### config.mk
export PLATFORM = sky130hd
export DESIGN_NAME = pva_pipe
export DESIGN_NICKNAME = d
export VERILOG_FILES = /design/src/design/pva_pkg.sv /design/src/design/pva_pipe.sv
export SDC_FILE = /design/constraint.sdc
export NUM_CORES = 1
export LEC_CHECK = 0
export BUFFER_PORTS_ARGS = -buffer_cell sky130_fd_sc_hd__buf_2
export CAP_MARGIN = 10
export CORE_MARGIN = 2
export CORE_UTILIZATION = 25
export CTS_CLUSTER_DIAMETER = 50
export DETAILED_ROUTE_END_ITERATION = 12
export PLACE_DENSITY_LB_ADDON = 0.1
export SLEW_MARGIN = 20
export SYNTH_ARGS = -nofsm -noshare
export SYNTH_HDL_FRONTEND = slang
export SYNTH_SLANG_ARGS = --single-unit
### constraint.sdc
create_clock -name i_clk -period 11.79 [get_ports i_clk]
set_input_delay 2.358 -clock i_clk [delete_from_list [all_inputs] [get_ports i_clk]]
set_output_delay 2.358 -clock i_clk [all_outputs]
set_load 0.02 [all_outputs]
### src/design/pva_pkg.sv
package pva_pkg;

    // default sizes
    localparam int MAX_BANDS_DEF  = 2049;
    localparam int PHASE_BITS_DEF = 16;

    // fixed field widths
    localparam int AMP_W      = 16;
    localparam int BAND_W     = 12;
    localparam int SCALE_W    = 24;
    localparam int SCALE_FRAC = 12;
    localparam int CFG_IDX_W  = 1;
    localparam int CFG_DATA_W = 24;

    // register reset values
    localparam logic [SCALE_W-1:0] SCALE_RESET = 24'd4096;
    localparam logic [BAND_W-1:0]  BANDS_RESET = 12'd2049;

    // register map
    typedef enum logic [CFG_IDX_W-1:0] {
        REG_SCALE_FACTOR = 1'b0,
        REG_BANDS_IN_USE = 1'b1
    } t_cfg_reg;

    // band slot of the item at the input
    typedef struct packed {
        logic [BAND_W-1:0] band;
        logic              last;
    } t_band;

    // store clearing sweep after reset
    typedef struct packed {
        logic              active;
        logic [BAND_W-1:0] addr;
    } t_clr;

endpackage

### src/design/pva_pipe.sv
module pva_pipe #(
    parameter int MAX_BANDS  = pva_pkg::MAX_BANDS_DEF,
    parameter int PHASE_BITS = pva_pkg::PHASE_BITS_DEF
) (
    input  logic                             i_clk,
    input  logic                             i_rst_n,
    // item in
    input  logic                             i_valid,
    output logic                             o_ready,
    input  logic [pva_pkg::AMP_W-1:0]        i_amplitude,
    input  logic [PHASE_BITS-1:0]            i_phase_in,
    input  pva_pkg::t_band                   i_band,
    input  logic [pva_pkg::SCALE_W-1:0]      i_scale,
    input  pva_pkg::t_clr                    i_clr,
    // result out
    output logic                             o_valid,
    input  logic                             i_ready,
    output logic [pva_pkg::AMP_W-1:0]        o_amplitude_out,
    output logic [PHASE_BITS-1:0]            o_phase_out,
    output logic [pva_pkg::BAND_W-1:0]       o_band_index,
    output logic                             o_frame_end,
    // phase store
    output logic                             o_ram_we,
    output logic [$clog2(MAX_BANDS)-1:0]     o_ram_waddr,
    output logic [2*PHASE_BITS-1:0]          o_ram_wdata,
    output logic                             o_ram_re,
    output logic [$clog2(MAX_BANDS)-1:0]     o_ram_raddr,
    input  logic [2*PHASE_BITS-1:0]          i_ram_rdata
);
    import pva_pkg::*;

    localparam int AW = $clog2(MAX_BANDS);
    localparam int DW = PHASE_BITS + 1;
    localparam int PW = DW + SCALE_W + 1;
    localparam int RW = PHASE_BITS + SCALE_FRAC;
    localparam logic [RW-1:0] ROUND = RW'(1) << (SCALE_FRAC - 1);

    // stage 1: store read in flight
    logic                  r_v1;
    logic [AMP_W-1:0]      r1_amp;
    logic [PHASE_BITS-1:0] r1_phase;
    logic [BAND_W-1:0]     r1_band;
    logic                  r1_last;

    // stage 2: product ready
    logic                  r_v2;
    logic [AMP_W-1:0]      r2_amp;
    logic [PHASE_BITS-1:0] r2_phase;
    logic [BAND_W-1:0]     r2_band;
    logic                  r2_last;
    logic [PW-1:0]         r2_prod;
    logic [PHASE_BITS-1:0] r2_last_out;

    // output register
    logic                  r_ov;
    logic [AMP_W-1:0]      ro_amp;
    logic [PHASE_BITS-1:0] ro_phase;
    logic [BAND_W-1:0]     ro_band;
    logic                  ro_last;

    // most recent store write, for forwarding
    logic                  r_wb_valid;
    logic [BAND_W-1:0]     r_wb_band;
    logic [PHASE_BITS-1:0] r_wb_in;
    logic [PHASE_BITS-1:0] r_wb_out;

    logic                  accept;
    logic                  ro_free;
    logic                  s2_free;
    logic                  s2_move;
    logic                  s1_free;
    logic                  s2_write;

    logic [PHASE_BITS-1:0] s1_last_in;
    logic [PHASE_BITS-1:0] s1_last_out;
    logic signed [DW-1:0]  s1_diff;
    logic signed [PW-1:0]  s1_prod;

    logic [PHASE_BITS-1:0] s2_last_out;
    logic [RW-1:0]         s2_round;
    logic [PHASE_BITS-1:0] s2_new;
    logic [PHASE_BITS-1:0] s2_phase_out;

    // elastic pipeline flow
    assign ro_free  = !r_ov || i_ready;
    assign s2_move  = r_v2 && ro_free;
    assign s2_free  = !r_v2 || ro_free;
    assign s1_free  = !r_v1 || s2_free;
    assign o_ready  = s1_free && !i_clr.active;
    assign accept   = i_valid && o_ready;
    assign s2_write = s2_move && (r2_amp != '0);

    // stage 1: resolve stored phases, difference and scale
    always_comb begin
        s1_last_in  = i_ram_rdata[PHASE_BITS-1:0];
        s1_last_out = i_ram_rdata[2*PHASE_BITS-1:PHASE_BITS];
        if (r_wb_valid && (r_wb_band == r1_band)) begin
            s1_last_in  = r_wb_in;
            s1_last_out = r_wb_out;
        end
        // older item still in stage 2 has the newest input phase
        if (r_v2 && (r2_amp != '0) && (r2_band == r1_band)) begin
            s1_last_in = r2_phase;
        end
        s1_diff = $signed({r1_phase[PHASE_BITS-1], r1_phase})
                - $signed({s1_last_in[PHASE_BITS-1], s1_last_in});
        s1_prod = s1_diff * $signed({1'b0, i_scale});
    end

    // stage 2: round, add to last output phase, wrap
    always_comb begin
        s2_last_out = r2_last_out;
        if (r_wb_valid && (r_wb_band == r2_band)) begin
            s2_last_out = r_wb_out;
        end
        s2_round     = r2_prod[RW-1:0] + ROUND;
        s2_new       = s2_last_out + s2_round[RW-1:SCALE_FRAC];
        s2_phase_out = (r2_amp == '0) ? s2_last_out : s2_new;
    end

    // valid bits and forwarding register
    always_ff @(posedge i_clk) begin
        if (!i_rst_n) begin
            r_v1       <= 1'b0;
            r_v2       <= 1'b0;
            r_ov       <= 1'b0;
            r_wb_valid <= 1'b0;
        end else begin
            if (s1_free) begin
                r_v1 <= accept;
            end
            if (s2_free) begin
                r_v2 <= r_v1;
            end
            if (ro_free) begin
                r_ov <= r_v2;
            end
            if (s2_write) begin
                r_wb_valid <= 1'b1;
            end
        end
    end

    // payload registers
    always_ff @(posedge i_clk) begin
        if (accept) begin
            r1_amp   <= i_amplitude;
            r1_phase <= i_phase_in;
            r1_band  <= i_band.band;
            r1_last  <= i_band.last;
        end
        if (s2_free && r_v1) begin
            r2_amp      <= r1_amp;
            r2_phase    <= r1_phase;
            r2_band     <= r1_band;
            r2_last     <= r1_last;
            r2_prod     <= s1_prod;
            r2_last_out <= s1_last_out;
        end
        if (s2_move) begin
            ro_amp   <= r2_amp;
            ro_phase <= s2_phase_out;
            ro_band  <= r2_band;
            ro_last  <= r2_last;
        end
        if (s2_write) begin
            r_wb_band <= r2_band;
            r_wb_in   <= r2_phase;
            r_wb_out  <= s2_new;
        end
    end

    // store ports: clearing sweep or write-back
    always_comb begin
        if (i_clr.active) begin
            o_ram_we    = 1'b1;
            o_ram_waddr = i_clr.addr[AW-1:0];
            o_ram_wdata = '0;
        end else begin
            o_ram_we    = s2_write;
            o_ram_waddr = r2_band[AW-1:0];
            o_ram_wdata = {s2_new, r2_phase};
        end
    end
    assign o_ram_re    = accept;
    assign o_ram_raddr = i_band.band[AW-1:0];

    assign o_valid         = r_ov;
    assign o_amplitude_out = ro_amp;
    assign o_phase_out     = ro_phase;
    assign o_band_index    = ro_band;
    assign o_frame_end     = ro_last;
endmodule

**Yosys cells after proc, flatten, opt, wreduce, memory -nomap -nowiden**

Cells that the tools add are included.

- Register bits: 227
- Bits in latches: 0
- Bits in writable memories: 0
- Memory bits (read-only): 0
- Input port bits: 118
- Logic and storage cells: 54
- Memories: 0

- Add/subtract/negate cells: 3
- Multipliers: 1
- Div/mod/pow operators: 0
- Order comparisons: 0
- Equal/unequal tests: 3
- Shift operators: 0
- Multiplexer cells: 8
- Bitwise logic cells: 0
- Reduce and logical (&&, ||, !) cells: 18

Operator list:

| kind | number |
|---|---|
| $mux W16 | 5 |
| $eq A12 B12 Y1 | 3 |
| $mux W32 | 1 |
| $add A28 B12 Y28 const B | 1 |
| $mul A17 B25 Y28 | 1 |
| $sub A16 B16 Y17 | 1 |
| $add A16 B16 Y16 | 1 |
| $logic_not A16 Y1 | 1 |
| $reduce_bool A16 Y1 | 1 |
| $mux W12 | 1 |
| $logic_and A1 B1 Y1 | 9 |
| $logic_not A1 Y1 | 4 |
| $logic_or A1 B1 Y1 | 3 |
| $mux W1 | 1 |

**Longest topological paths before layout**

- Word-level depth: 6
- Mapped depth: 46

**Worst setup path before layout**

OpenSTA, ideal clock, no wires.

- Path kind: input to register
- Start point: in i_ram_rdata[0]
- End point: reg r2_prod[27], data pin
- Setup time: 0.260 ns
- Arrival time: 10.515 ns
- Required time: 11.530 ns
- Setup slack: 1.015 ns
- Stages: 37
- Cells stage by stage: mux2i_1 > a21oi_1 > ha_1 > inv_1 > fa_1 > a21o_1 > a2111o_1 > o211a_1 > o21ai_2 > a21oi_1 > a21oi_1 > o21bai_1 > xor2_1 > clkbuf_1 > nand2_1 > fa_1 > fa_1 > fa_1 > inv_1 > fa_1 > inv_1 > fa_1 > fa_1 > xor2_1 > xnor2_1 > xnor2_1 > xnor2_1 > xnor2_1 > xnor2_1 > xnor3_1 > xnor3_1 > xnor3_1 > xnor2_1 > xnor2_1 > xnor2_1 > xnor2_1 > xnor2_1

- Word-level cells in the longest chain between the ends: 4

RTL lines:

| what | RTL line | RTL |
|---|---|---|
| start: declaration | pva_pipe.sv:28 | `input logic [2*PHASE_BITS-1:0] i_ram_rdata` |
| $mux W16 | pva_pipe.sv:97 | `if (r_wb_valid && (r_wb_band == r1_band)) begin` |
| $mux W16 | pva_pipe.sv:102 | `if (r_v2 && (r2_amp != '0) && (r2_band == r1_band)) begin` |
| $sub A16 B16 Y17 | pva_pipe.sv:106 | `- $signed({s1_last_in[PHASE_BITS-1], s1_last_in});` |
| $mul A17 B25 Y28 | pva_pipe.sv:107 | `s1_prod = s1_diff * $signed({1'b0, i_scale});` |
| named net s1_prod[27] | pva_pipe.sv:77 | `logic signed [PW-1:0] s1_prod;` |
| end signal: assignment | pva_pipe.sv:157 | `r2_prod <= s1_prod;` |
| end: declaration | pva_pipe.sv:51 | `logic [PW-1:0] r2_prod;` |

The timed path passes the listed nets, and every way through them passes these cells.
A chain may end at the register's enable or synchronous reset.

**Worst setup path after layout**

Ends and elaborated chain as after synthesis.

==> impl.org <==
** Run status
- Result of the run :: finished, final reports clean

** Route
- Avg Vias per Cell :: between 4 and 5
- WL met3 :: 1610 um
- Via count :: 12.8k
- DR WL/cell :: 18.3 um
- Met1 routed wirelength after detailed routing :: 26300 um
- Starting DRC count in detailed routing :: 488
- After detailed routing, the number of remaining DRC violations is 0.
- Wires add up to 56500 um.
- Highest layer used for signal routing :: met5
- Sum of met2 wire segment lengths after detailed routing :: 27700 um
- The count of nets left with antenna violations once routing finished came out at 0.
- The first detailed-routing pass took 5 iterations.

** Hold path
- Hold path startpoint :: r1_amp[14]
- The worst hold path was traced through 0 stages.
- For hold timing, the worst endpoint is r2_amp[14].
- Min-delay worst type :: reg2reg

** Worst setup path
- The worst register-to-register path has a depth of 40.
- The worst register-to-register path ends at r2_prod[27].
- The worst setup path is launched from an input pin.
- The critical path is of the in2reg type.
- Together, buffers and inverters on the worst path number 4.
- Largest incremental delay on the critical path :: 500 ps
- At the worst endpoint, the required time is around 12000 ps.
- Slowest library cell on the worst path :: sky130_fd_sc_hd__fa_1
- STA puts the critical path data arrival time at around 11000 ps.
- Max Fanout on Critical Path :: 3
- Worst R2R Setup Slack :: between 1000 and 1500 ps
- Most common cell on crit path :: sky130_fd_sc_hd__xnor2_1
- Family with the most delay on the worst path :: adder cells
- The worst setup path is captured at a flop.
- Reg-to-reg critical path startpoint :: r2_amp[4]

** Timing
- For the final routed database, the setup TNS stands at 0 ps.
- Worst setup skew after layout :: about 15 ps
- Clock period minus final worst setup slack :: 11040 ps
- Portion of the clock cycle consumed by the worst path in the final layout :: around 94%
- Fin. max-slew vios :: 0
- Minimum setup slack in the final design :: ~750 ps
- Derived from the worst setup path, the maximum achievable clock frequency is 90.6 MHz.
- The number of hold violations in the final report is 0.
- Setup repair after global routing left no endpoint under its margin.
- For the pin with the worst max-slew slack, the measured transition is 1010 ps.
- Measured against its own limit, the worst slew margin works out to between 30% and 40%.
- Setup violations remaining at the end of the flow were counted as 0.

** Finish
- Highest-count cells in the layout ignoring fill and taps :: sky130_fd_sc_hd__inv_1 (367), sky130_fd_sc_hd__fa_1 (256), sky130_fd_sc_hd__buf_2 (222)
- Number of nets in the layout :: 2512
- Cells fill 29.8% of the core in the end.
- The library cell used most frequently in the layout, excluding fill and tap cells, is sky130_fd_sc_hd__inv_1.
- Number of filler cells placed in the layout :: 8139
- Share of cells above drive strength 1 :: 18.5%
- Signed area change from the synthesized netlist to the final layout :: 18.1%
- Final Cell Area :: roughly 0.023 mm2

** Die
- The die covers 0.0803 mm2.
- Std-Cell Core Area :: 0.0773 mm2
- The initial utilization of the core area, before any placement, comes to 25.2%.
- The die is 283 um wide.
- Number of rows created at floorplan :: 102
- Top Ports :: 223
- The die is 283 um tall.

** GRT
- Total global routing overflow :: 0
- Antenna violations before repair :: 4
- Entering global routing, the biggest net connects between 40 and 50 pins.
- First-pass GRT wire length :: 87500 um
- Overall track demand over capacity in global routing :: 14.2%
- The via count of the first global-routing pass is 14.1k.

** Clocking
- Post-cts resize count :: 0
- Post-CTS setup buffer count :: 0
- The tree is rooted in a sky130_fd_sc_hd__clkbuf_16.
- TritonCTS created 34 clock buffers.
- Max clock buf depth :: 3
- Clock tree from TritonCTS :: done
- For this design, the sink count on the clock tree is 216.
- Hold buffer count at cts :: 0
- Clock-pin slew was measured on the worst setup and hold paths at 50 ps.
- At the later pin of the worst-skew pair, clock insertion delay measures between 500 and 600 ps.
- The H-tree generated during clock tree synthesis spans 2 levels.

** Yosys
- Net Count, Synth :: 2290
- For this run, the number of Yosys warnings is 0.
- Part of the Yosys area used for sequential elements :: roughly a third
- Number of synthesized register bits :: about 220
- In this run the mean area of a mapped cell was 10.8 um2.
- After synthesis, the netlist uses 48 different library cells.
- Synth Instances :: around 1.8k
- Post-synth design cell area :: 0.0195 mm2
- Top FF cell, synth :: sky130_fd_sc_hd__edfxtp_1
- Async S/R FF share, synth :: 0%
- Yosys mapped a number of flops with a built-in enable equal to between 200 and 250.

** Placed design
- Global placement routability congestion :: 0.775
- Total of buffers placed on input and output ports :: 222
- Post-DP HPWL :: 44300 um
- Before CTS, the worst setup slack after placement is ~250 ps.
- Summing all placed instances gives a cell area of 0.0220 mm2.

** Flow run
- Max Cap Viol :: 0
-- stage by stage --
stage | std cells | hold WS (ps)
2_1_floorplan | 1802 | 400
3_3_place_gp | 3028 | 402
3_5_place_dp | 3028 | 405
4_1_cts | 3086 | 414
5_1_grt | 3088 | 419
6_report | 3088 | 409
-- state kept, by name, indices dropped and copies added (netlist names), 16 cells and up --
register,count
o_amplitude_out,16
o_phase_out,16
r1_amp,16
r1_phase,16
r2_amp,16
r2_last_out,16
r2_phase,16
r2_prod,17
r_wb_in,16
r_wb_out,16
-- cells in the mapped netlist, types with 2 or more instances --
cell | number | area (um2)
sky130_fd_sc_hd__o2111ai_1 | 2 | 17.5
sky130_fd_sc_hd__a311oi_1 | 2 | 17.5
sky130_fd_sc_hd__or2_1 | 3 | 18.8
sky130_fd_sc_hd__and3_1 | 8 | 50.1
sky130_fd_sc_hd__buf_1 | 2 | 7.51
sky130_fd_sc_hd__o21bai_1 | 3 | 22.5
sky130_fd_sc_hd__nor4_1 | 10 | 62.6
sky130_fd_sc_hd__a21oi_1 | 28 | 140
sky130_fd_sc_hd__and3b_1 | 2 | 17.5
sky130_fd_sc_hd__o21ai_0 | 22 | 110
sky130_fd_sc_hd__nor2_1 | 43 | 161
sky130_fd_sc_hd__inv_1 | 367 | 1380
sky130_fd_sc_hd__a31oi_1 | 2 | 12.5
sky130_fd_sc_hd__nand2b_1 | 7 | 43.8
sky130_fd_sc_hd__a211oi_1 | 2 | 15.0
sky130_fd_sc_hd__xor2_1 | 29 | 254
sky130_fd_sc_hd__or3_1 | 2 | 12.5
sky130_fd_sc_hd__o21a_1 | 10 | 75.1
sky130_fd_sc_hd__nand2_1 | 217 | 815
sky130_fd_sc_hd__mux2i_1 | 23 | 230
sky130_fd_sc_hd__dfxtp_1 | 4 | 80.1
sky130_fd_sc_hd__ha_1 | 114 | 1430
sky130_fd_sc_hd__xnor3_1 | 3 | 67.6
sky130_fd_sc_hd__nor2b_1 | 52 | 325
sky130_fd_sc_hd__nand4_1 | 6 | 37.5
sky130_fd_sc_hd__or2_2 | 3 | 18.8
sky130_fd_sc_hd__mux2_2 | 53 | 597
sky130_fd_sc_hd__a21o_1 | 8 | 60.1
sky130_fd_sc_hd__nand3_1 | 21 | 105
sky130_fd_sc_hd__fa_1 | 256 | 5120
sky130_fd_sc_hd__xnor2_1 | 74 | 648
sky130_fd_sc_hd__edfxtp_1 | 212 | 6370
sky130_fd_sc_hd__buf_4 | 12 | 90.1
sky130_fd_sc_hd__o21ai_1 | 11 | 55.1
sky130_fd_sc_hd__clkbuf_1 | 57 | 214
sky130_fd_sc_hd__nor3_1 | 13 | 65.1
sky130_fd_sc_hd__and2_1 | 108 | 676
-- worst register-to-register path: cells and delay by family, from the launching register on --
kind | cells | cell delay (ps)
AO/OA/AOI/OAI | 9 | 1820
adder cells (fa/ha/maj) | 8 | 3430
AND/OR/NAND/NOR | 5 | 1570
multiplexers | 1 | 150
buffers and inverters | 3 | 170
flip-flops | 1 | 390
XOR/XNOR | 14 | 2960
-- kinds of logic after synthesis --
logic type	after synthesis	synth area share (%)
xor+xnor	107	5.05
simple gates	498	12.5
fa+ha+maj	370	33.6
buf+inv	438	8.65
compound gates	97	3.01
mux	76	4.24
flops	216	33.0
-- worst max-delay path by stage --
stage / startpoint / endpoint / cells after the start
after floorplan: i_ram_rdata[0] / r2_prod[27] / 37
after global placement: i_ram_rdata[0] / r2_prod[27] / 38
after detailed placement: i_ram_rdata[0] / r2_prod[27] / 38
after CTS: i_ram_rdata[0] / r2_prod[27] / 38
after global routing: i_ram_rdata[0] / r2_prod[27] / 38
final: i_ram_rdata[0] / r2_prod[27] / 38
-- final cells by class --
type,count,area [um2],area share [%]
well taps,1040,1300,5.64
clock inverters,16,176,0.765
repair buffers,257,1370,5.96
flip-flops and latches,216,6450,28.0
diodes,2,5.00,0.0217
clock buffers,42,902,3.91
inverters,367,1380,5.98
multi-input cells,1148,11500,49.8
-- metal layers --
| layer | up-vias | GRT usage (%) |
|---|---|---|
| li1 | 6074 | - |
| met4 | 2 | 3.23 |
| met2 | 200 | 24.4 |
| met1 | 6459 | 19.2 |
| met5 | - | 0 |
| met3 | 59 | 1.70 |
Power is left out: the tool's default activity adds up to more than one toggle a clock period on the data nets, which glitch-free logic cannot reach.
