==> src/design/pva_pkg.sv <==
package pva_pkg;

    // default sizes
    localparam int MAX_BANDS_DEF  = 2049;
    localparam int PHASE_BITS_DEF = 16;

    // fixed field widths
    localparam int AMP_W      = 16;
    localparam int BAND_W     = 12;
    localparam int SCALE_W    = 24;
    localparam int SCALE_FRAC = 12;
    localparam int CFG_IDX_W  = 1;
    localparam int CFG_DATA_W = 24;

    // register reset values
    localparam logic [SCALE_W-1:0] SCALE_RESET = 24'd4096;
    localparam logic [BAND_W-1:0]  BANDS_RESET = 12'd2049;

    // register map
    typedef enum logic [CFG_IDX_W-1:0] {
        REG_SCALE_FACTOR = 1'b0,
        REG_BANDS_IN_USE = 1'b1
    } t_cfg_reg;

    // band slot of the item at the input
    typedef struct packed {
        logic [BAND_W-1:0] band;
        logic              last;
    } t_band;

    // store clearing sweep after reset
    typedef struct packed {
        logic              active;
        logic [BAND_W-1:0] addr;
    } t_clr;

endpackage

==> src/design/pva_ctrl.sv <==
module pva_ctrl #(
    parameter int MAX_BANDS = pva_pkg::MAX_BANDS_DEF
) (
    input  logic                           i_clk,
    input  logic                           i_rst_n,
    input  logic                           i_cfg_valid,
    input  logic [pva_pkg::CFG_IDX_W-1:0]  i_cfg_index,
    input  logic [pva_pkg::CFG_DATA_W-1:0] i_cfg_data,
    input  logic                           i_accept,
    output logic [pva_pkg::SCALE_W-1:0]    o_scale,
    output pva_pkg::t_band                 o_band,
    output pva_pkg::t_clr                  o_clr
);
    import pva_pkg::*;

    localparam logic [BAND_W-1:0] MAX_CNT   = BAND_W'(MAX_BANDS);
    localparam logic [BAND_W-1:0] LAST_ADDR = BAND_W'(MAX_BANDS - 1);

    logic [SCALE_W-1:0] r_scale;
    logic [BAND_W-1:0]  r_bands;
    logic [BAND_W-1:0]  r_cnt;
    logic               r_clr_active;
    logic [BAND_W-1:0]  r_clr_addr;

    logic [BAND_W-1:0]  count;
    logic [BAND_W-1:0]  band;
    logic               last;
    logic [BAND_W-1:0]  n_cnt;

    // effective band count and slot of the next item
    always_comb begin
        if (r_bands > MAX_CNT) begin
            count = MAX_CNT;
        end else if (r_bands == '0) begin
            count = BAND_W'(1);
        end else begin
            count = r_bands;
        end
        band  = (r_cnt >= count) ? '0 : r_cnt;
        last  = (band == count - BAND_W'(1));
        n_cnt = last ? '0 : band + BAND_W'(1);
    end

    // config registers, band counter, clearing sweep
    always_ff @(posedge i_clk) begin
        if (!i_rst_n) begin
            r_scale      <= SCALE_RESET;
            r_bands      <= BANDS_RESET;
            r_cnt        <= '0;
            r_clr_active <= 1'b1;
            r_clr_addr   <= '0;
        end else begin
            if (i_cfg_valid) begin
                case (t_cfg_reg'(i_cfg_index))
                    REG_SCALE_FACTOR: r_scale <= i_cfg_data[SCALE_W-1:0];
                    REG_BANDS_IN_USE: r_bands <= i_cfg_data[BAND_W-1:0];
                    default: ;
                endcase
            end
            if (i_accept) begin
                r_cnt <= n_cnt;
            end
            if (r_clr_active) begin
                if (r_clr_addr == LAST_ADDR) begin
                    r_clr_active <= 1'b0;
                end else begin
                    r_clr_addr <= r_clr_addr + BAND_W'(1);
                end
            end
        end
    end

    assign o_scale       = r_scale;
    assign o_band.band   = band;
    assign o_band.last   = last;
    assign o_clr.active  = r_clr_active;
    assign o_clr.addr    = r_clr_addr;
endmodule

==> config.mk <==
export PLATFORM = sky130hd
export DESIGN_NAME = pva_ctrl
export DESIGN_NICKNAME = d
export VERILOG_FILES = /design/src/design/pva_pkg.sv /design/src/design/pva_ctrl.sv
export SDC_FILE = /design/constraint.sdc
export NUM_CORES = 1
export LEC_CHECK = 0
export ABC_AREA = 1
export CORE_MARGIN = 4
export CORE_UTILIZATION = 58
export DETAILED_ROUTE_END_ITERATION = 6
export DONT_BUFFER_PORTS = 1
export PLACE_DENSITY = 0.76
export SYNTH_ARGS = -nofsm -noshare
export SYNTH_HDL_FRONTEND = slang
export SYNTH_SLANG_ARGS = --single-unit
==> constraint.sdc <==
create_clock -name i_clk -period 3.7 [get_ports i_clk]
set_clock_uncertainty 0.2 [all_clocks]
set_input_delay 0.555 -clock i_clk [delete_from_list [all_inputs] [get_ports i_clk]]
set_output_delay 0.555 -clock i_clk [all_outputs]
set_load 0.02 [all_outputs]
Yosys cells after proc, flatten, opt, wreduce, memory -nomap -nowiden
Cells that the tools add are included.
- reduce and logical (&&, ||, !) cells: 4
- muxes and demuxes: 6
- bitwise gates (word level): 2
- add/subtract/negate cells: 3
- equality and inequality tests: 2
- order comparisons: 2
- operators with widths (kind ; count):
    $mux 12 ; 4
    $add 12x1->12 const B ; 2
    $eq 12x12->1 ; 1
    $eq 12x12->1 const B ; 1
    $ge 12x12->1 ; 1
    $gt 12x12->1 const B ; 1
    $logic_not 12->1 ; 1
    $sub 12x1->12 const B ; 1
    $reduce_and 2->1 ; 3
    $mux 1 ; 2
    $not 1->1 ; 2
- bits in registers: 61
- output and inout bits: 50
- input bits: 29
- word-level logic and storage cells: 24

Depth between registers and ports, before layout
Gate-level depths: netlist of run 1.
- depth after elaboration: 7
- mapped depth: 28
- depth with buffers taken out: 26

Worst setup path after synthesis of run 1
OpenSTA, ideal clock, no wires.
- kind: flip-flop to output port
- start: reg r_bands[4]
- end: out o_band[0] in the netlist's numbering
- stages on the path, launching flop included: 23
- setup slack: -0.054 ns
- required time: 2.945 ns
- data arrival time: 2.999 ns
- buffers on the path: 3
- cells stage by stage: dfxtp_1 > buf_2 > nor2_2 > nand2_2 > nor2_2 > nand2_1 > nand2_4 > buf_6 > nand2_1 > ha_1 > nand2_1 > nand2_1 > nand2_1 > nand2_1 > a21oi_4 > nand3_4 > nor2_2 > xor2_1 > o21ai_0 > a21oi_1 > nand3_1 > nor2_1 > buf_4
- RTL lines (what ; line ; text):
    start, declared ; pva_ctrl.sv:20 ; logic [BAND_W-1:0] r_bands;
    start signal, assigned ; pva_ctrl.sv:56 ; REG_BANDS_IN_USE: r_bands <= i_cfg_data[BAND_W-1:0];
    end, declared ; pva_ctrl.sv:11 ; output pva_pkg::t_band o_band,

==> results of run 1 <==
[state kept, by name, indices dropped and copies added (netlist names)]
name / flops
o_scale: 24
r_bands: 12
r_clr_addr: 12
r_cnt: 12
r_clr_active: 1
[layout make-up]
cell class,instances,area share
multi-input combinational,450,0.5260
sequential,61,0.2550
tap,77,0.01993
clock inverter,6,0.02304
inverter,72,0.05643
timing repair buffer,58,0.09319
clock buffer,10,0.02640
[metrics by stage]
step	power (mW)	cells
2_1_floorplan	0.9573	602
3_3_place_gp	1.019	696
3_5_place_dp	1.026	696
4_1_cts	1.774	723
5_1_grt	1.901	734
6_report	1.819	734
[synth_stat cells, types with 2 or more instances]
cell      count
nand2_1     152
nor2_1       99
inv_1        66
dfxtp_1      61
o21ai_0      48
a21oi_1      36
nand3_1      34
ha_1         16
nand4_1      12
clkbuf_1     11
nor3_1       10
nor2_2        9
nor2_4        5
nand2_2       4
buf_4         3
clkinv_1      3
inv_2         3
o211ai_1      3
o41ai_1       3
xor2_1        3
buf_2         2
buf_6         2
nand3_2       2
nor3b_1       2
nor4_1        2
[final timing paths]
| path | startpoint | endpoint | slack [ns] | cells past startpoint |
|---|---|---|---|---|
| max | r_bands[7]$_SDFFE_PN0P_ | o_band[0] | -0.25 | 21 |
| min | i_rst_n | r_clr_active$_SDFF_PN1_ | 0.09 | 1 |
| max reg2reg | r_bands[7]$_SDFFE_PN0P_ | r_cnt[7]$_SDFFE_PN0P_ | 0.19 | 24 |
| min reg2reg | r_bands[9]$_SDFFE_PN0P_ | r_bands[9]$_SDFFE_PN0P_ | 0.33 | 2 |
[metal layers]
metal,share of wire,track usage,wire (um),up-vias
li1,-,-,-,2048
met5,0,0,0,-
met2,0.47,0.4798,5478,213
met3,0.097,0.1060,1131,49
met4,0.039,0.1421,462,0
met1,0.40,0.3549,4629,1939
[cell families after synthesis]
group / Yosys count / synth area share
adders and majority gates: 16 / 0.05260
buffers and inverters: 91 / 0.09730
DFF: 61 / 0.3208
and+or+nand+nor: 333 / 0.3813
xor gates and xnor gates: 3 / 0.006905
AOI/OAI and AO/OA: 98 / 0.1410
[report_power, final]
part           total, mW  internal (mW)  switching, mW
clock              0.711          0.447          0.263
combinational      0.370          0.143          0.227
sequential         0.739          0.688         0.0504
[timing repair]
action | 4_1_cts | 5_1_grt
cloned | 0 | 0
setup endpoints to repair | 4 | 18
resized for setup | 40 | 50
pin swaps | 14 | 32
buffers inserted | 11 | 11
==> results by group, run 1 <==
Setup path
  – Kind of end point of the critical path: output port
  – Critical path class: reg2out
  – Cell family with most CP delay: simple AND/OR/NAND/NOR gates
  – CP bufs+invs: 3
  – Critical path, cell by cell: nor2_2 -> nand2_2 -> nor2_4 -> nand2_4 -> nand2_8 -> nand2_2 -> ha_1 -> nand2_1 -> inv_1 -> nand2_2 -> nand2_2 -> nand2_4 -> nand3_4 -> nor2_4 -> inv_2 -> nand2_2 -> nand2_2 -> a22oi_2 -> nand3_1 -> nor2_1 -> buf_4
  – Critical-path maximum fanout: 8
  – Crit path largest cell delay: 0.34 ns
  – Critical path's most frequent cell: nand2_2
  – Slowest cell on crit path: dfxtp_2
  – Startpoint Class: register
  – Crit path required time: 2.94 ns
  – Worst path arrival time: 3.19 ns

Floorplan
  – Row count: 29
  – Initial Utilization: 0.5994
  – Core area: 6350 um^2
  – Die X: 89.01 um
  – Die Ht: 89.01 um
  – I/O Pins: 79
  – Die area: 7923 um^2

Drt
  – DR iter-0 viols: 296
  – Vias per Instance: 5.789
  – Vias: 4249
  – Pre-antenna DRT Iters: 5
  – Drt drc: 0
  – Final ANT Viol Nets: 0
  – WL final: 11.70 mm
  – Wire per inst: 15.94 um

STA
  – RSZ-0062 raised after global routing: true
  – Setup TNS: -0.2475 ns
  – Fmax: 0.2533 GHz
  – Final Hold Fails: 0
  – Part of the cycle the worst path needs: 1.067
  – Setup violators final: 1
  – Max_slew headroom: 0.5250
  – Worst Max-Slew Pin Slew: 0.7117 ns
  – Slew Viols, Final: 0
  – Worst hold slack: 0.09140 ns
  – Min setup slack post-route: -0.2475 ns
  – Tmin final: 3.947 ns

Synth
  – Synth top area share: 0.3208
  – Top_reg_cell synth: dfxtp_1
  – Distinct cells, synth: 36
  – Synth area leader: dfxtp_1
  – EDFF count, synth: 0
  – Synthesized cell area: 3806 um^2
  – Post-Syn Nets: 647
  – Cell count after synthesis: 602
  – Seq/Total Area, Yosys: 0.3208
  – Synth warn: 0
  – Post-Syn Area per Cell: 6.323 um^2
  – Top area cells in the synthesized netlist: dfxtp_1, nand2_1, nor2_1, inv_1, o21ai_0
  – Ys async rst share: 0
  – #FFs+latches synth: 61

Clock network
  – H-tree levels: 3
  – CTS tree: yes
  – Post-CTS Hold Fix Bufs: 0
  – Clock latency at the later pin of the worst-skew pair: 0.34 ns
  – CTS Root Cell: clkbuf_8
  – Clock Path Buffers: 2
  – Clock Sinks: 61
  – TritonCTS buffer count: 9
  – Reg clk slew, reported paths: 0.07 ns

Finish
  – Register Area: 1232 um^2
  – Ant. Diodes: 0
  – Most frequent cells in the layout: nand2_1, nor2_1, inv_1, dfxtp_1, buf_4
  – Multi-input logic area: 2542 um^2
  – P&R area growth vs syn: 26.99%
  – Final core utilization: 0.7612
  – Share of cells above drive strength 1: 0.2542
  – Most common cell after layout, fill and taps aside: nand2_1
  – Fin nets: 697
  – Fill cells: 510
  – Design area: 4833 um^2

Outcome
  – Outcome: complete, but fails checks
  – Failing checks: negative setup slack

GRT
  – Vias in the first global route: 3903
  – Overall routing resource usage: 0.2982
  – Initial antenna violation count: 0
  – Pin count of the biggest net entering global routing: 49
  – First-pass GRT wire length: 18.50 mm
  – Remaining Overflow, GRT: 0

Run
  – Max Cap Violations: 0

Place
  – GPL Wtd Cong: 0.9455
  – HPWL Detailed: 8.510 mm
  – Buffers on Ports: 0
  – Dpl ws: -0.1146 ns
  – Post-DP Area: 4083 um^2

Power and ir drop
  – Leakage: 2.203 nW
  – Pwr dens: 376.4 nW/um^2
  – Worst vdd ir: 0.0004075 V

Hold path
  – Type of the worst min-delay path: in2reg
No activity file was read; power rests on OpenSTA's default activity.
==> run 2: changes to the inputs <==
Settings changed: CORE_UTILIZATION 58 to 56, PLACE_DENSITY 0.76 to 0.71.
Clock period 3.7 ns to 4.9 ns, I/O delays scaled along.
==> results by group, run 2 (same netlist as run 1, synthesis figures left out) <==
Finish
  – Register Area: 1222 um^2
  – Max FFs per register: 24
  – Share of cells above drive strength 1: 0.07973
  – Most frequent cells in the layout: nand2_1, nor2_1, inv_1, dfxtp_1, o21ai_0
  – Multi-input logic area: 2232 um^2
  – Most common cell after layout, fill and taps aside: nand2_1
  – Ant. Diodes: 0
  – Final core utilization: 0.6292
  – Fin nets: 643
  – P&R area growth vs syn: 6.772%
  – Fill cells: 626
  – Final non-filler cell total: 679

Floorplan
  – Die area: 8179 um^2
  – Die X: 90.44 um
  – I/O Pins: 79
  – Core area: 6459 um^2
  – Row count: 29
  – Die Ht: 90.44 um
  – Initial Utilization: 0.5893

STA
  – Setup TNS: 0 ns
  – Fmax: 0.2184 GHz
  – Setup violators final: 0
  – Part of the cycle the worst path needs: 0.9344
  – Slew Viols, Final: 0
  – Max_slew headroom: 0.5279
  – Final Hold Fails: 0
  – Worst Max-Slew Pin Slew: 0.7074 ns
  – Tmin final: 4.578 ns

Place
  – HPWL Detailed: 7.919 mm
  – GPL Wtd Cong: 0.9993
  – Buffers on Ports: 0
  – Placed Cells: 663

Drt
  – Drt drc: 0
  – WL final: 10.34 mm
  – DR iter-0 viols: 240
  – Wire per inst: 15.22 um
  – Pre-antenna DRT Iters: 5
  – Vias: 3803
  – Vias per Instance: 5.601
  – Final ANT Viol Nets: 0

GRT
  – Remaining Overflow, GRT: 0
  – Vias in the first global route: 3595
  – Initial antenna violation count: 0
  – Pin count of the biggest net entering global routing: 49
  – Overall routing resource usage: 0.2564
  – First-pass GRT wire length: 17.14 mm

Clock network
  – H-tree levels: 3
  – CTS tree: yes
  – TritonCTS buffer count: 9
  – Clock Sinks: 61
  – CTS Root Cell: clkbuf_8
  – Post-CTS Hold Fix Bufs: 0
  – Clock Path Buffers: 2
  – Reg clk slew, reported paths: 0.07 ns
  – Clock latency at the later pin of the worst-skew pair: 0.33 ns

Power and ir drop
  – Leakage: 1.806 nW
  – Worst vdd ir: 0.0002170 V
  – Pwr dens: 295.1 nW/um^2

Setup path
  – R2R depth: 23
  – Critical-path maximum fanout: 7
  – Startpoint Class: register
  – Worst path arrival time: 3.64 ns
  – Kind of end point of the critical path: output port
  – Critical path class: reg2out
  – Crit path required time: 3.96 ns

Run
  – Max Cap Violations: 0

Hold path
  – Type of the worst min-delay path: in2reg
  – Hold Crit Depth: 1

Outcome
  – Outcome: finished clean
==> run 2: final cells by class <==
cell class	count	share of cell area
clock buffers	12	0.03818
repair buffers	4	0.01047
flip-flops and latches	61	0.3008
inverters	72	0.06650
multi-input cells	450	0.5493
clock inverters	3	0.01108
well taps	77	0.02371
==> run 2: what timing repair did <==
item	4_1_cts	5_1_grt
gates resized for setup	0	6
setup endpoints to repair	0	1
buffers inserted	0	1
==> run 2: power breakdown <==
group	total [mW]	switching, mW	internal, mW
logic	0.188	0.128	0.0604
clock network	0.450	0.190	0.260
registers	0.561	0.0415	0.520
total	1.20	0.359	0.840
==> run 2: path summary, 6_finish.rpt <==
path	startpoint	slack (ns)	endpoint
worst min-delay path	i_rst_n	0.27	r_clr_active$_SDFF_PN1_
worst max-delay path	r_bands[8]$_SDFFE_PN0P_	0.32	o_band[0]
worst min register to register	r_bands[8]$_SDFFE_PN0P_	0.31	r_bands[8]$_SDFFE_PN0P_
worst max register to register	r_bands[8]$_SDFFE_PN0P_	0.81	r_cnt[8]$_SDFFE_PN0P_
==> run 2: metal layers <==
metal | vias up | share of wire | track usage
li1 | 1936 | - | -
met1 | 1707 | 0.43 | 0.3156
met2 | 139 | 0.45 | 0.4063
met3 | 21 | 0.089 | 0.08083
met4 | 0 | 0.024 | 0.1212
met5 | - | 0 | 0
==> run 2: worst max-delay path, cell delays in order, from the launching register on <==
cell	delay, ns
dfxtp_1	0.33
nor2_1	0.19
nand2_1	0.12
o21ai_2	0.16
nand2_1	0.13
nor2_1	0.17
inv_1	0.11
ha_1	0.30
nand2_1	0.08
inv_1	0.04
nand2_1	0.05
nand2_1	0.10
a21oi_4	0.22
nand3_4	0.13
buf_12	0.17
nor2_2	0.12
xor2_1	0.30
o21ai_0	0.14
a21oi_1	0.14
nand3_1	0.13
nor2_4	0.17
==> run 2: stage by stage <==
stage               hold WS (ns)  power [mW]  setup WS, ns  instance area, um^2
finish                    0.2719       1.199        0.3215                 4064
global route              0.2548       1.267      -0.01508                 4064
CTS                       0.2583       1.203        0.1204                 4025
detailed placement        0.2927      0.7513        0.5029                 3825
global placement          0.2869      0.7487        0.6246                 3825
floorplan                 0.2570      0.7223        0.9662                 3806
==> run 3: changes to the inputs <==
Settings changed: GPL_TIMING_DRIVEN set to 0.
==> results by group, run 3 (same netlist as run 1, synthesis figures left out) <==
GRT
  – Vias in the first global route: 3490
  – Overall routing resource usage: 0.2483
  – Met1 Use GR: 0.3117
  – GR Util met2: 0.3983
  – Global Route met3 Usage: 0.06500
  – Most Used Layer, Global Route: met2
  – Pin count of the biggest net entering global routing: 11
  – Initial antenna violation count: 0
  – First-pass GRT wire length: 16.58 mm
  – Remaining Overflow, GRT: 0

Place
  – GPL Wtd Cong: 0.9125
  – Post-DP Area: 3902 um^2
  – HPWL Detailed: 7.873 mm
  – Placed Cells: 679
  – Dpl ws: 0.3457 ns
  – Buffers on Ports: 0

Floorplan
  – Row count: 29
  – I/O Pins: 79
  – Die Ht: 90.44 um
  – Initial Utilization: 0.5893
  – Die X: 90.44 um
  – Core area: 6459 um^2
  – Die area: 8179 um^2

Finish
  – Final core utilization: 0.6513
  – Final non-filler cell total: 703
  – Ant. Diodes: 0
  – Fin nets: 667
  – Share of cells above drive strength 1: 0.1038
  – Design area: 4207 um^2
  – Fill cells: 622
  – P&R area growth vs syn: 10.52%
  – Most frequent cells in the layout: nand2_1, nor2_1, inv_1, dfxtp_1, o21ai_0
  – Most common cell after layout, fill and taps aside: nand2_1
  – Max FFs per register: 24

Power and ir drop
  – Total Power Consumption: 1.230 mW
  – Leakage: 1.882 nW
  – Worst vdd ir: 0.0002077 V
  – Pwr dens: 292.3 nW/um^2

STA
  – Max_slew headroom: 0.6355
  – Worst Max-Slew Pin Slew: 0.5398 ns
  – Tmin final: 4.702 ns
  – Min setup slack post-route: 0.1978 ns
  – Fmax: 0.2127 GHz
  – Setup violators final: 0
  – Worst hold slack: 0.2878 ns
  – Part of the cycle the worst path needs: 0.9596
  – Final Hold Fails: 0
  – Setup TNS: 0 ns
  – Slew Viols, Final: 0

Outcome
  – Outcome: finished clean

Clock network
  – TritonCTS buffer count: 9
  – Clock Sinks: 61
  – Clock Path Buffers: 2
  – H-tree levels: 3
  – Clock latency at the later pin of the worst-skew pair: 0.34 ns
  – CTS Root Cell: clkbuf_8
  – Reg clk slew, reported paths: 0.07 ns
  – CTS tree: yes
  – Post-CTS Hold Fix Bufs: 0

Hold path
  – Hold Crit Depth: 2
  – Hold_sp: r_cnt[11]$_SDFFE_PN0P_
  – Type of the worst min-delay path: reg2reg
  – Hold endpoint: r_cnt[11]$_SDFFE_PN0P_

Drt
  – Drt drc: 0
  – Pre-antenna DRT Iters: 6
  – Wire per inst: 14.60 um
  – WL final: 10.27 mm
  – Final ANT Viol Nets: 0
  – Vias per Instance: 5.445
  – DR iter-0 viols: 253
  – Vias: 3828

Setup path
  – Worst path arrival time: 3.77 ns
  – Critical path class: reg2out
  – Startpoint Class: register
  – Internal reg-to-reg setup slack: 0.73 ns
  – Crit path required time: 3.96 ns
  – R2R depth: 25
  – Reg-to-Reg End: r_cnt[8]$_SDFFE_PN0P_
  – Kind of end point of the critical path: output port
  – Critical-path maximum fanout: 9
  – FF-to-FF Start: r_bands[4]$_SDFFE_PN0P_

Run
  – Max Cap Violations: 0
run 3: where the power goes:
group / switching (mW) / total [mW] / internal (mW)
sequential: 0.0385 / 0.558 / 0.520
clock: 0.195 / 0.455 / 0.260
combinational: 0.141 / 0.217 / 0.0756
total: 0.374 / 1.23 / 0.855
run 3: routing by layer:
metal	wire length (um)	share of wire	vias up
met5	0	0	-
met4	237	0.023	0
met3	890	0.087	26
met2	4714	0.46	139
met1	4423	0.43	1679
li1	-	-	1984
run 3: how the worst max path moves through the flow:
| stage | start | to | slack [ns] |
|---|---|---|---|
| 2_1_floorplan | r_bands[4]$_SDFFE_PN0P_ | o_band[0] | 0.97 |
| 3_3_place_gp | r_bands[4]$_SDFFE_PN0P_ | o_band[0] | 0.42 |
| 3_5_place_dp | r_bands[4]$_SDFFE_PN0P_ | o_band[0] | 0.35 |
| 4_1_cts | r_bands[4]$_SDFFE_PN0P_ | o_band[0] | 0.06 |
| 5_1_grt | r_bands[4]$_SDFFE_PN0P_ | o_band[0] | -0.04 |
| 6_report | r_bands[4]$_SDFFE_PN0P_ | o_band[0] | 0.20 |
run 3: area by class of cell:
class | instances | area, um^2 | area share
Timing Repair Buffer | 9 | 67.56 | 0.01606
Buffer | 19 | 103.9 | 0.02469
Clock buffer | 12 | 155.1 | 0.03688
Tap cell | 77 | 96.34 | 0.02290
Inverter | 72 | 270.3 | 0.06425
Multi-Input combinational cell | 450 | 2247 | 0.5342
Clock inverter | 3 | 45.04 | 0.01071
Sequential cell | 61 | 1221 | 0.2903
run 3: worst max-delay path, stage by stage, from the launching register on:
cell,delay (ns)
dfxtp_1,0.29
buf_2,0.18
nor2_2,0.13
nand2_2,0.09
o21ai_2,0.13
nand2_1,0.14
nor2_1,0.15
inv_1,0.11
ha_1,0.30
nand2_1,0.07
nor2_2,0.19
nand3_2,0.23
nand3_4,0.26
buf_4,0.15
buf_4,0.11
nor2_4,0.06
nand3_1,0.10
nand3_1,0.09
nor3b_1,0.27
nand3_1,0.13
nor2_1,0.12
buf_4,0.15
run 3: what timing repair did:
| action | 4_1_cts | 5_1_grt |
|---|---|---|
| gates cloned | 0 | 0 |
| pin swaps | 0 | 5 |
| gates resized for setup | 3 | 9 |
| setup endpoints to repair | 1 | 1 |
| setup buffers | 0 | 9 |
